$ cat src/hw/rtl/ifsr_pkg.sv
`timescale 1ns / 1ps
// ----------------------------------------------------------------------------
// ifsr_pkg: shared types and constants of the in-flight slot ring
// Slot lifecycle codes, operation codes and the state/result bundles that
// travel between the top level and the operation logic.
// ----------------------------------------------------------------------------
package ifsr_pkg;

	// Number of slots built into the ring.
	localparam int MAX_SLOTS = 3;

	localparam int DEPTH_W = 2;
	localparam int IDX_W   = 2;
	localparam int TICK_W  = 64;
	localparam int WAKE_W  = 32;
	localparam int FUNC_W  = 3;
	localparam int OFF_W   = 3;

	localparam logic [DEPTH_W-1:0] MAX_DEPTH   = DEPTH_W'(MAX_SLOTS);
	localparam logic [DEPTH_W-1:0] DEPTH_RESET = DEPTH_W'(2);

	// Lifecycle of one slot.
	typedef enum logic [1:0] {
		PH_EMPTY      = 2'd0,
		PH_DISPATCHED = 2'd1,
		PH_FENCE_DONE = 2'd2,
		PH_TAIL       = 2'd3
	} phase_t;

	// Operation codes of one request.
	typedef enum logic [FUNC_W-1:0] {
		FN_ALLOCATE   = 3'd0,
		FN_FENCE_DONE = 3'd1,
		FN_TO_TAIL    = 3'd2,
		FN_LOCATE     = 3'd3,
		FN_READ_TAIL  = 3'd4,
		FN_PAUSE      = 3'd5,
		FN_RESUME     = 3'd6,
		FN_CLEAR_WAKE = 3'd7
	} func_t;

	// Architectural state of the ring.
	typedef struct packed {
		phase_t [MAX_SLOTS-1:0]              phase;
		logic   [MAX_SLOTS-1:0][TICK_W-1:0]  tick;
		logic   [IDX_W-1:0]                  cursor;
		logic                                ever_alloc;
		logic                                paused;
		logic   [WAKE_W-1:0]                 wake;
	} ring_state_t;

	// Result of one request.
	typedef struct packed {
		logic               ok;
		logic [IDX_W-1:0]   slot;
		logic [TICK_W-1:0]  tick;
		logic               paused;
		logic               quiet;
		logic [WAKE_W-1:0]  wake;
	} ring_result_t;

endpackage

$ cat src/hw/rtl/ifsr_step.sv
`timescale 1ns / 1ps
// ----------------------------------------------------------------------------
// ifsr_step: operation logic of the in-flight slot ring
// Works out the next ring state and the result of one request from the
// current state, the configured depth and the request fields.
// ----------------------------------------------------------------------------
module ifsr_step import ifsr_pkg::*; (
	input  ring_state_t          cur_st,
	input  logic [DEPTH_W-1:0]   cfg_depth,
	input  logic [FUNC_W-1:0]    func,
	input  logic [TICK_W-1:0]    tick_stamp,
	input  logic [IDX_W-1:0]     slot_sel,
	input  logic [OFF_W-1:0]     slot_rel,
	output ring_state_t          nxt_st,
	output ring_result_t         res
);

	logic [DEPTH_W-1:0] depth;
	logic               depth_zero;
	logic [IDX_W-1:0]   cursor;
	phase_t             ph_cursor;
	logic               idx_ok;
	phase_t             ph_index;
	logic [IDX_W-1:0]   recent;
	logic               off_pos;
	logic [3:0]         reach;
	logic               off_ok;
	logic               loc_ok;
	logic [3:0]         tsum;
	logic [3:0]         tsub;
	logic [IDX_W-1:0]   target;
	phase_t             ph_target;
	logic               quiet;

	// Depth saturates at the slot count; zero means unconfigured.
	assign depth      = (cfg_depth > MAX_DEPTH) ? MAX_DEPTH : cfg_depth;
	assign depth_zero = (depth == '0);

	// Cursor reduced modulo the depth; it never exceeds twice the depth.
	always_comb begin
		if (depth == DEPTH_W'(1)) begin
			cursor = '0;
		end else if (cur_st.cursor >= depth) begin
			cursor = cur_st.cursor - depth;
		end else begin
			cursor = cur_st.cursor;
		end
	end

	assign ph_cursor = (cursor < IDX_W'(MAX_SLOTS)) ? cur_st.phase[cursor] : PH_EMPTY;
	assign idx_ok    = (slot_sel < depth);
	assign ph_index  = idx_ok ? cur_st.phase[slot_sel] : PH_EMPTY;

	// The newest slot sits just behind the cursor.
	assign recent = (cursor == '0) ? (depth - DEPTH_W'(1)) : (cursor - IDX_W'(1));

	// Offset must lie in (-depth, 0].
	assign off_pos = !slot_rel[OFF_W-1] && (slot_rel != '0);
	assign reach   = {2'b00, depth} + {slot_rel[OFF_W-1], slot_rel};
	assign off_ok  = !off_pos && !reach[3] && (reach != '0);
	assign loc_ok  = !depth_zero && off_ok && cur_st.ever_alloc;

	// Target slot: the sum stays below twice the depth, so one subtract.
	assign tsum   = {2'b00, recent} + {2'b00, depth} + {slot_rel[OFF_W-1], slot_rel};
	assign tsub   = tsum - {2'b00, depth};
	assign target = (tsum >= {2'b00, depth}) ? tsub[IDX_W-1:0] : tsum[IDX_W-1:0];
	assign ph_target = (target < IDX_W'(MAX_SLOTS)) ? cur_st.phase[target] : PH_EMPTY;

	// Apply the operation.
	always_comb begin
		nxt_st   = cur_st;
		res.ok   = 1'b0;
		res.slot = '0;
		res.tick = '0;
		case (func_t'(func))
			FN_ALLOCATE: begin
				if (!depth_zero && !cur_st.paused &&
						(ph_cursor == PH_EMPTY || ph_cursor == PH_TAIL)) begin
					nxt_st.tick[cursor]  = tick_stamp;
					nxt_st.phase[cursor] = PH_DISPATCHED;
					nxt_st.cursor        = (cursor == depth - DEPTH_W'(1)) ?
						'0 : (cursor + IDX_W'(1));
					nxt_st.ever_alloc    = 1'b1;
					res.ok               = 1'b1;
					res.slot             = cursor;
				end
			end
			FN_FENCE_DONE: begin
				if (idx_ok && ph_index == PH_DISPATCHED) begin
					nxt_st.phase[slot_sel] = PH_FENCE_DONE;
					res.ok                 = 1'b1;
				end
			end
			FN_TO_TAIL: begin
				if (idx_ok && ph_index == PH_FENCE_DONE) begin
					nxt_st.phase[slot_sel] = PH_TAIL;
					nxt_st.wake            = cur_st.wake + WAKE_W'(1);
					res.ok                 = 1'b1;
				end
			end
			FN_LOCATE: begin
				if (loc_ok) begin
					res.ok   = 1'b1;
					res.slot = target;
				end
			end
			FN_READ_TAIL: begin
				if (loc_ok && (ph_target == PH_TAIL || ph_target == PH_FENCE_DONE)) begin
					res.ok   = 1'b1;
					res.tick = cur_st.tick[target];
				end
			end
			FN_PAUSE: begin
				if (!depth_zero) begin
					nxt_st.paused = 1'b1;
					res.ok        = 1'b1;
				end
			end
			FN_RESUME: begin
				if (!depth_zero) begin
					nxt_st.paused = 1'b0;
					res.ok        = 1'b1;
				end
			end
			default: begin
				nxt_st.wake = '0;
				res.ok      = 1'b1;
			end
		endcase

		// Quiescent when no slot in use is still in flight after the operation.
		quiet = !depth_zero;
		for (int i = 0; i < MAX_SLOTS; i++) begin
			if ((DEPTH_W'(i) < depth) &&
					(nxt_st.phase[i] == PH_DISPATCHED || nxt_st.phase[i] == PH_FENCE_DONE)) begin
				quiet = 1'b0;
			end
		end

		res.paused = nxt_st.paused;
		res.quiet  = quiet;
		res.wake   = nxt_st.wake;
	end

endmodule

$ cat src/hw/rtl/in_flight_slot_ring.sv
`timescale 1ns / 1ps
// ----------------------------------------------------------------------------
// in_flight_slot_ring: ring of in-flight work slots
// Allocates, advances and looks up slots of a small ring and reports the
// pause flag, quiescence and wake count with every result.
// ----------------------------------------------------------------------------
//  channel   handshake              payload
//  in        in_valid / in_stall    func, tick_stamp, slot_sel, slot_rel
//  out       out_valid / out_stall  ok, result_slot, tick_out, is_paused,
//                                   is_idle, wake_count
//  cfg       cfg_we                 cfg_wdata (ring depth)
//
// One request per cycle is sustained while the output is not stalled. A
// request passes from the input register into the result register, where
// out_valid rises. The ring state updates as a request moves into the
// result register. A stalled output holds the result and, once the input
// register is also full, stalls the input. Reset empties every slot,
// clears the cursor, pause flag and wake count, and sets the depth to two.
// ----------------------------------------------------------------------------
module in_flight_slot_ring import ifsr_pkg::*; (
	input  logic                 clk,
	input  logic                 arst_n,
	input  logic                 cfg_we,
	input  logic [DEPTH_W-1:0]   cfg_wdata,
	input  logic                 in_valid,
	output logic                 in_stall,
	input  logic [FUNC_W-1:0]    func,
	input  logic [TICK_W-1:0]    tick_stamp,
	input  logic [IDX_W-1:0]     slot_sel,
	input  logic signed [OFF_W-1:0] slot_rel,
	output logic                 out_valid,
	input  logic                 out_stall,
	output logic                 ok,
	output logic [IDX_W-1:0]     result_slot,
	output logic [TICK_W-1:0]    tick_out,
	output logic                 is_paused,
	output logic                 is_idle,
	output logic [WAKE_W-1:0]    wake_count
);

	logic               valid_s1;
	logic [FUNC_W-1:0]  func_s1;
	logic [TICK_W-1:0]  tick_s1;
	logic [IDX_W-1:0]   index_s1;
	logic [OFF_W-1:0]   offset_s1;
	logic [DEPTH_W-1:0] depth_q;
	ring_state_t        ring_q;
	ring_state_t        ring_nxt;
	ring_result_t       res;
	ring_result_t       res_q;
	logic               out_valid_q;
	logic               advance;

	// A request moves on when the result register is free or being drained.
	assign advance  = valid_s1 && (!out_valid_q || !out_stall);
	assign in_stall = valid_s1 && !advance;

	// Depth register.
	always_ff @(posedge clk or negedge arst_n) begin
		if (!arst_n) begin
			depth_q <= DEPTH_RESET;
		end else if (cfg_we) begin
			depth_q <= cfg_wdata;
		end
	end

	// Input register.
	always_ff @(posedge clk or negedge arst_n) begin
		if (!arst_n) begin
			valid_s1 <= 1'b0;
		end else if (!in_stall) begin
			valid_s1 <= in_valid;
		end
	end

	always_ff @(posedge clk) begin
		if (in_valid && !in_stall) begin
			func_s1   <= func;
			tick_s1   <= tick_stamp;
			index_s1  <= slot_sel;
			offset_s1 <= slot_rel;
		end
	end

	// Operation logic.
	ifsr_step u_step (
		.cur_st      (ring_q),
		.cfg_depth   (depth_q),
		.func        (func_s1),
		.tick_stamp  (tick_s1),
		.slot_sel    (index_s1),
		.slot_rel    (offset_s1),
		.nxt_st      (ring_nxt),
		.res         (res)
	);

	// Ring state commits as the request enters the result register.
	always_ff @(posedge clk or negedge arst_n) begin
		if (!arst_n) begin
			ring_q <= '0;
		end else if (advance) begin
			ring_q <= ring_nxt;
		end
	end

	// Result register.
	always_ff @(posedge clk or negedge arst_n) begin
		if (!arst_n) begin
			out_valid_q <= 1'b0;
		end else if (advance) begin
			out_valid_q <= 1'b1;
		end else if (!out_stall) begin
			out_valid_q <= 1'b0;
		end
	end

	always_ff @(posedge clk) begin
		if (advance) begin
			res_q <= res;
		end
	end

	assign out_valid    = out_valid_q;
	assign ok           = res_q.ok;
	assign result_slot  = res_q.slot;
	assign tick_out     = res_q.tick;
	assign is_paused    = res_q.paused;
	assign is_idle      = res_q.quiet;
	assign wake_count   = res_q.wake;

endmodule

$ cat config.mk
export PLATFORM = sky130hd
export DESIGN_NAME = in_flight_slot_ring
export DESIGN_NICKNAME = d
export VERILOG_FILES = /design/src/hw/rtl/ifsr_pkg.sv /design/src/hw/rtl/ifsr_step.sv /design/src/hw/rtl/in_flight_slot_ring.sv
export SDC_FILE = /design/constraint.sdc
export NUM_CORES = 1
export LEC_CHECK = 0
export BUFFER_PORTS_ARGS = -buffer_cell sky130_fd_sc_hd__buf_2
export CAP_MARGIN = 10
export CORE_MARGIN = 4
export CORE_UTILIZATION = 50
export CTS_CLUSTER_DIAMETER = 30
export DETAILED_ROUTE_END_ITERATION = 8
export GPL_ROUTABILITY_DRIVEN = 0
export PLACE_DENSITY = 0.69
export SKIP_CTS_REPAIR_TIMING = 1
export SLEW_MARGIN = 20
export SYNTH_ARGS = -nofsm -noshare
export SYNTH_HDL_FRONTEND = slang
export SYNTH_SLANG_ARGS = --single-unit
$ cat constraint.sdc
create_clock -name clk -period 6.3 [get_ports clk]
set_clock_uncertainty 0.2 [all_clocks]
set_input_delay 1.26 -clock clk [delete_from_list [all_inputs] [get_ports clk]]
set_output_delay 1.26 -clock clk [all_outputs]
set_load 0.1 [all_outputs]
### Yosys cells after proc, flatten, opt, wreduce, memory -nomap -nowiden

Index checks and enable logic that the tools add are counted.

* flip-flop bits (word level): 411
* input port bits: 79
* output and inout port bits: 103
* logic and storage cells: 160

* $add $sub $neg: 9
* magnitude comparators: 14
* equal/unequal tests: 20
* muxes and demuxes: 43
* bitwise operators: 7
* reduce and logical (&&, ||, !) cells: 44

Operators by type and width (count)
* $mux W201: 1
* $bwmux W192: 1
* $bmux W64 S2: 1
* $demux W64 S2: 1
* $mux W64: 2
* $pmux W32 S2: 1
* $add A32 B1 Y32 const B: 1
* $mux W32: 1
* $mux W2: 14
* $logic_and A1 B1 Y1: 18
* $pmux W6 S3: 1
* $eq A2 B2 Y1 const B: 7
* $bmux W2 S2: 3
* $mux W6: 2
* $eq A2 B1 Y1 const B: 5
* $eq A3 B3 Y1 const B: 3
* $logic_not A1 Y1: 9
* $lt A2 B3 Y1 const B: 3
* $demux W2 S2: 2
* $mux W1: 8
* $and A3 B3 Y3: 2
* $eq A3 B2 Y1 const B: 2
* $logic_not A2 Y1: 3
* $logic_or A1 B1 Y1: 6
* other kinds (32): 40

### Depth between registers and ports, before layout

* word-level depth: 19
* mapped depth: 26
* gate-level depth less buffers: 23

### Modules after synthesis

A second synthesis with hierarchy kept.

* cells, all modules: 1452
* area total of the unflattened synthesis: 20906.3 um^2

Modules (own cells, without submodules)
* in_flight_slot_ring: instances 1, cells each 679, area each 14716.6 um^2, seq. area each 11151.9 um^2
* ifsr_step: instances 1, cells each 773, area each 6189.7 um^2, seq. area each 0.0 um^2

### Least setup slack after synthesis

No wires, ideal clock.

* kind: input to register
* start point: input out_stall
* end point: register ring_q[11] (netlist bit)
* setup time: 0.122 ns
* data arrival time: 5.296 ns
* required time: 5.978 ns
* slack: 0.681 ns
* cell stages on the path: 6
* buffers on the path: 1
* cells stage by stage: nand2_1 nand2_1 inv_2 clkbuf_1 o21ai_0 a22o_1

* word-level cells in the longest chain between the ends: 3

RTL lines
* start: declaration: RTL line in_flight_slot_ring.sv:32 `input logic out_stall,`
* $logic_not A1 Y1
* $logic_or A1 B1 Y1: RTL line in_flight_slot_ring.sv:55 `assign advance = valid_s1 && (!out_valid_q || !out_stall);`
* $logic_and A1 B1 Y1: RTL line in_flight_slot_ring.sv:55
* named net advance: RTL line in_flight_slot_ring.sv:52 `logic advance;`
* end signal: assignment: RTL line in_flight_slot_ring.sv:102 `ring_q <= ring_nxt;`
* end: declaration: RTL line in_flight_slot_ring.sv:47 `ring_state_t ring_q;`

The timed path passes the listed nets, and every way through them passes these cells.
A chain may end at the register's enable or synchronous reset.

### Worst setup path in the final report

* start point: register depth_q[1]
* end point: register res_q (netlist bit tick_out[5]), data pin

* word-level cells in the longest chain between the ends: 18
* elaborated cells between the ends (all ways): 36
* classes of those cells: add/sub (7); order compare (4); eq/ne (3); mux (10); reduce/logical (12)

RTL lines
* start: declaration: RTL line in_flight_slot_ring.sv:46 `logic [DEPTH_W-1:0] depth_q;`
* start signal: assignment: RTL line in_flight_slot_ring.sv:63 `depth_q <= cfg_wdata;`
* $gt A2 B2 Y1: RTL line ifsr_step.sv:36 `assign depth = (cfg_depth > MAX_DEPTH) ? MAX_DEPTH : cfg_depth;`
* $mux W2 *: RTL line ifsr_step.sv:36
* $sub A2 B2 Y2 / $ge A2 B2 Y1 (equally long branches): RTL line ifsr_step.sv:44, ifsr_step.sv:43
* $mux W2: RTL line ifsr_step.sv:43 `end else if (cur_st.cursor >= depth) begin`
* $mux W2: RTL line ifsr_step.sv:41 `if (depth == DEPTH_W'(1)) begin`
* $sub A2 B1 Y2 / $logic_not A2 Y1 (equally long branches): RTL line ifsr_step.sv:55 `assign recent = (cursor == '0) ? (depth - DEPTH_W'(1)) : (cursor - IDX_W'(1));`
* $mux W2: RTL line ifsr_step.sv:55
* $add A2 B2 Y3: RTL line ifsr_step.sv:64 `assign tsum = {2'b00, recent} + {2'b00, depth} + {slot_rel[OFF_W-1], slot_rel};`
* [2 not listed]
* $mux W2: RTL line ifsr_step.sv:66 `assign target = (tsum >= {2'b00, depth}) ? tsub[IDX_W-1:0] : tsum[IDX_W-1:0];`
* $bmux W2 S2: RTL line ifsr_step.sv:67 `assign ph_target = (target < IDX_W'(MAX_SLOTS)) ? cur_st.phase[target] : PH_EMPTY;`
* $mux W2 (not written as such): RTL line ifsr_step.sv:67
* $mux W2: RTL line ifsr_step.sv:67
* $eq A2 B2 Y1: RTL line ifsr_step.sv:108 `if (loc_ok && (ph_target == PH_TAIL || ph_target == PH_FENCE_DONE)) begin`
* $logic_or A1 B1 Y1: RTL line ifsr_step.sv:108
* $logic_and A1 B1 Y1: RTL line ifsr_step.sv:108
* $reduce_and A2 Y1 (no source line)
* end signal: assignment: RTL line in_flight_slot_ring.sv:119 `res_q <= res;`
* end: declaration: RTL line in_flight_slot_ring.sv:50 `ring_result_t res_q;`

Every way passes the cells marked *; elsewhere a longest branch is shown, timed or not. The select of a mux whose other input is x is not followed.

==> results_dict.tcl <==
set metrics [dict create \
    status "completed" \
    regArea_um2 11200 \
    die-area_um2 38500 \
    switching_share 0.322 \
    critPathMaxFanout 28 \
    power.total_uw 11600 \
    cts.sinks 411 \
    synthAdderAreaFrac 0.0188 \
    fp-row-count 68 \
    fillers 2611 \
    slew_headroom 0.283 \
    hpwl_um 23400 \
    ant_nets 0 \
    cts.htree.levels 3 \
    fin_ws_ns 0.302 \
    clk_pin_slew_ns 0.05 \
    finalSetupViolations 0 \
    endpoint_kind "flop" \
    clk_latency_ns 0.59 \
    p_int_uw 7840 \
    grt_pass1_wl_um 67700 \
    grt_overflow_total 0 \
    cts_buffers 87 \
    ys.warnings.count 0 \
    critical_path.cell_chain "inv_1 > fa_1 > a21oi_1 > mux2_2 > inv_2 > ha_1 > mux2i_1 > fa_1 > ha_1 > fa_1 > a2111oi_2 > mux2i_4 > and2_4 > o2bb2ai_1 > nand4_1 > buf_4 > nor2_1" \
    synth_common_cells "dfrtp_1 (237), edfxtp_1 (173), mux2_1 (169), nand2_1 (166), a21oi_1 (146)" \
    drc 0 \
    synthMuxAreaShare 0.127 \
    fin_tns_setup_ns 0 \
    first_global_vias 12400 \
    n_antenna_cell 0 \
    combPwrFrac 0.238 \
    slowest_stage "dfstp_2" \
    synth_compound_area_frac 0.0858 \
    area_growth_pct 26.4 \
    core-area_um2 34800 \
    crit_type "flop to flop" \
    place_ws_ns 0.131 \
    fmax_mhz 167 \
    ys.flop_type "dfrtp_1" \
    synth_top_family_by_area "multiplexers" \
    routed_via_density 5.50 \
    cts_tree "yes" \
    yosysMostFrequentCell "dfrtp_1" \
    cp-start-kind "flop" \
    fin_cells 2133 \
    multi_input_area_um2 6160 \
    ys_ff_latch 411 \
    synth_edf_count 173 \
    synth_simple_gate_area_share 0.0922 \
    ys_types 67 \
    synth.area.top_cells "dfrtp_1 (33%), edfxtp_1 (29%), mux2_1 (11%)" \
    rsz0062_at_grt "false" \
    worst-slew-pin-transition_ns 1.07 \
    chipHeight_um 196 \
    vias 11700 \
    min_period_ns 6.00 \
    fin_crit_sh 0.952 \
    worstPathRequired_ns 6.53 \
    synth_area_per_cell_um2 12.7 \
    synth_xor_area_frac 0.0203 \
    synth.top_cell.area_share 0.335 \
    cap_violations 0 \
    power_density_nw_per_um2 516 \
    synth_top_cell_by_area "dfrtp_1" \
    switchingPower_uw 3730 \
    io_buffers 181 \
    drive_above_1_share 0.240 \
    ir_worst_vdd_v 0.000463 \
    grt_max_degree 133 \
    fin_nets 1705 \
    totalWireLength_um 41700 \
    clkPwrFrac 0.442 \
    hold_path.class "flop to flop" \
    crit_buf_inv 3 \
    dr.pass1.iters 5 \
    synth_area_um2 17700 \
    crit_top_cell "fa_1" \
    async_reset_ff_frac 0.579 \
    start_util 0.509 \
    cts_root_buffer "clkbuf_16" \
    path_delay_family "adder cells" \
    antenna_found_initial 1 \
    crit_arrival_ns 6.22 \
    seqPwrFrac 0.319 \
    placedCellCount 1969 \
    critPathMaxStageDelay_ns 0.59 \
    track_usage 0.219 \
    clockBufferDepth 3 \
    wl_per_cell_um 19.6 \
    drtIter0Drc 678 \
    p_leak_uw 0.00989 \
    die_w_um 196 \
    finalHoldViolations 0 \
    io_pins 182 \
    ys_seq_area_frac 0.629 \
    slew_violations 0 \
    syn_inst 1401 \
    syn-num-nets 1503 \
]
cells by family after synthesis:
kind of cell | count (synthesis)
AOI/OAI and AO/OA | 257
xor gates and xnor gates | 41
adders and majority gates | 23
buffers and inverters | 108
DFF | 411
muxes | 200
and+or+nand+nor | 361
metal layers:
layer  GRT usage  vias to the layer above  wire length (um)
met1       0.296                     5886             18500
met5           0                        -                 0
met4      0.0758                        0              1030
met3      0.0500                       76              2240
li1            -                     5433                 -
met2       0.354                      345             20000
final timing paths:
path                            cells after the start           to        from  slack [ns]
worst min register to register                      1         flop        flop        0.29
max in group asynchronous                           2   ring_q[26]      arst_n        4.17
min in group asynchronous                           1    async pin      arst_n        0.52
worst min-delay path                                1         flop        flop        0.29
worst max-delay path                               17  tick_out[5]  depth_q[1]        0.30
worst max register to register                     17  tick_out[5]  depth_q[1]        0.30
per-stage QoR:
step / utilization / hold WS (ns) / instance area [um2]
3_3_place_gp: 0.548 / 0.273 / 19100
5_1_grt: 0.644 / 0.298 / 22400
4_1_cts: 0.644 / 0.290 / 22400
6_report: 0.644 / 0.286 / 22400
2_1_floorplan: - / 0.225 / 17700
3_5_place_dp: 0.548 / 0.277 / 19100
cells in the final DEF (no fill, tap or decap), types with 9 or more instances in the layout:
cell type / Yosys / final
dfrtp_1: 237 / 237
clkinv_2: 0 / 12
o31ai_1: 29 / 29
mux2_1: 169 / 169
bufinv_16: 0 / 22
clkbuf_8: 0 / 11
inv_1: 20 / 20
ha_1: 17 / 17
buf_2: 24 / 180
nand2_1: 166 / 166
edfxtp_1: 173 / 173
nor2_1: 115 / 115
xor2_1: 23 / 23
nand3_1: 18 / 17
and3_1: 10 / 9
o21ai_1: 10 / 10
mux2_2: 25 / 25
clkbuf_16: 0 / 90
o21ai_0: 24 / 24
clkbuf_1: 42 / 13
a21oi_1: 146 / 146
buf_4: 1 / 13
xnor2_1: 18 / 18
a31oi_1: 16 / 16
layout make-up:
class,count,share of cell area
flip-flops and latches,411,0.498
multi-input cells,882,0.275
clock buffers,114,0.109
repair buffers,198,0.0488
clock inverters,50,0.0397
well taps,455,0.0254
inverters,23,0.00408
power groups by stage:
stage / clock (uW) / sequential (uW) / combinational [uW]
after global placement: 0 / 3690 / 2690
after global routing: 5350 / 3760 / 3000
final: 5120 / 3690 / 2760
after floorplan: 0 / 3950 / 1600
after detailed placement: 0 / 3720 / 2740
after CTS: 5190 / 3690 / 2770
Note: power is estimated with default switching activity, not from simulation.
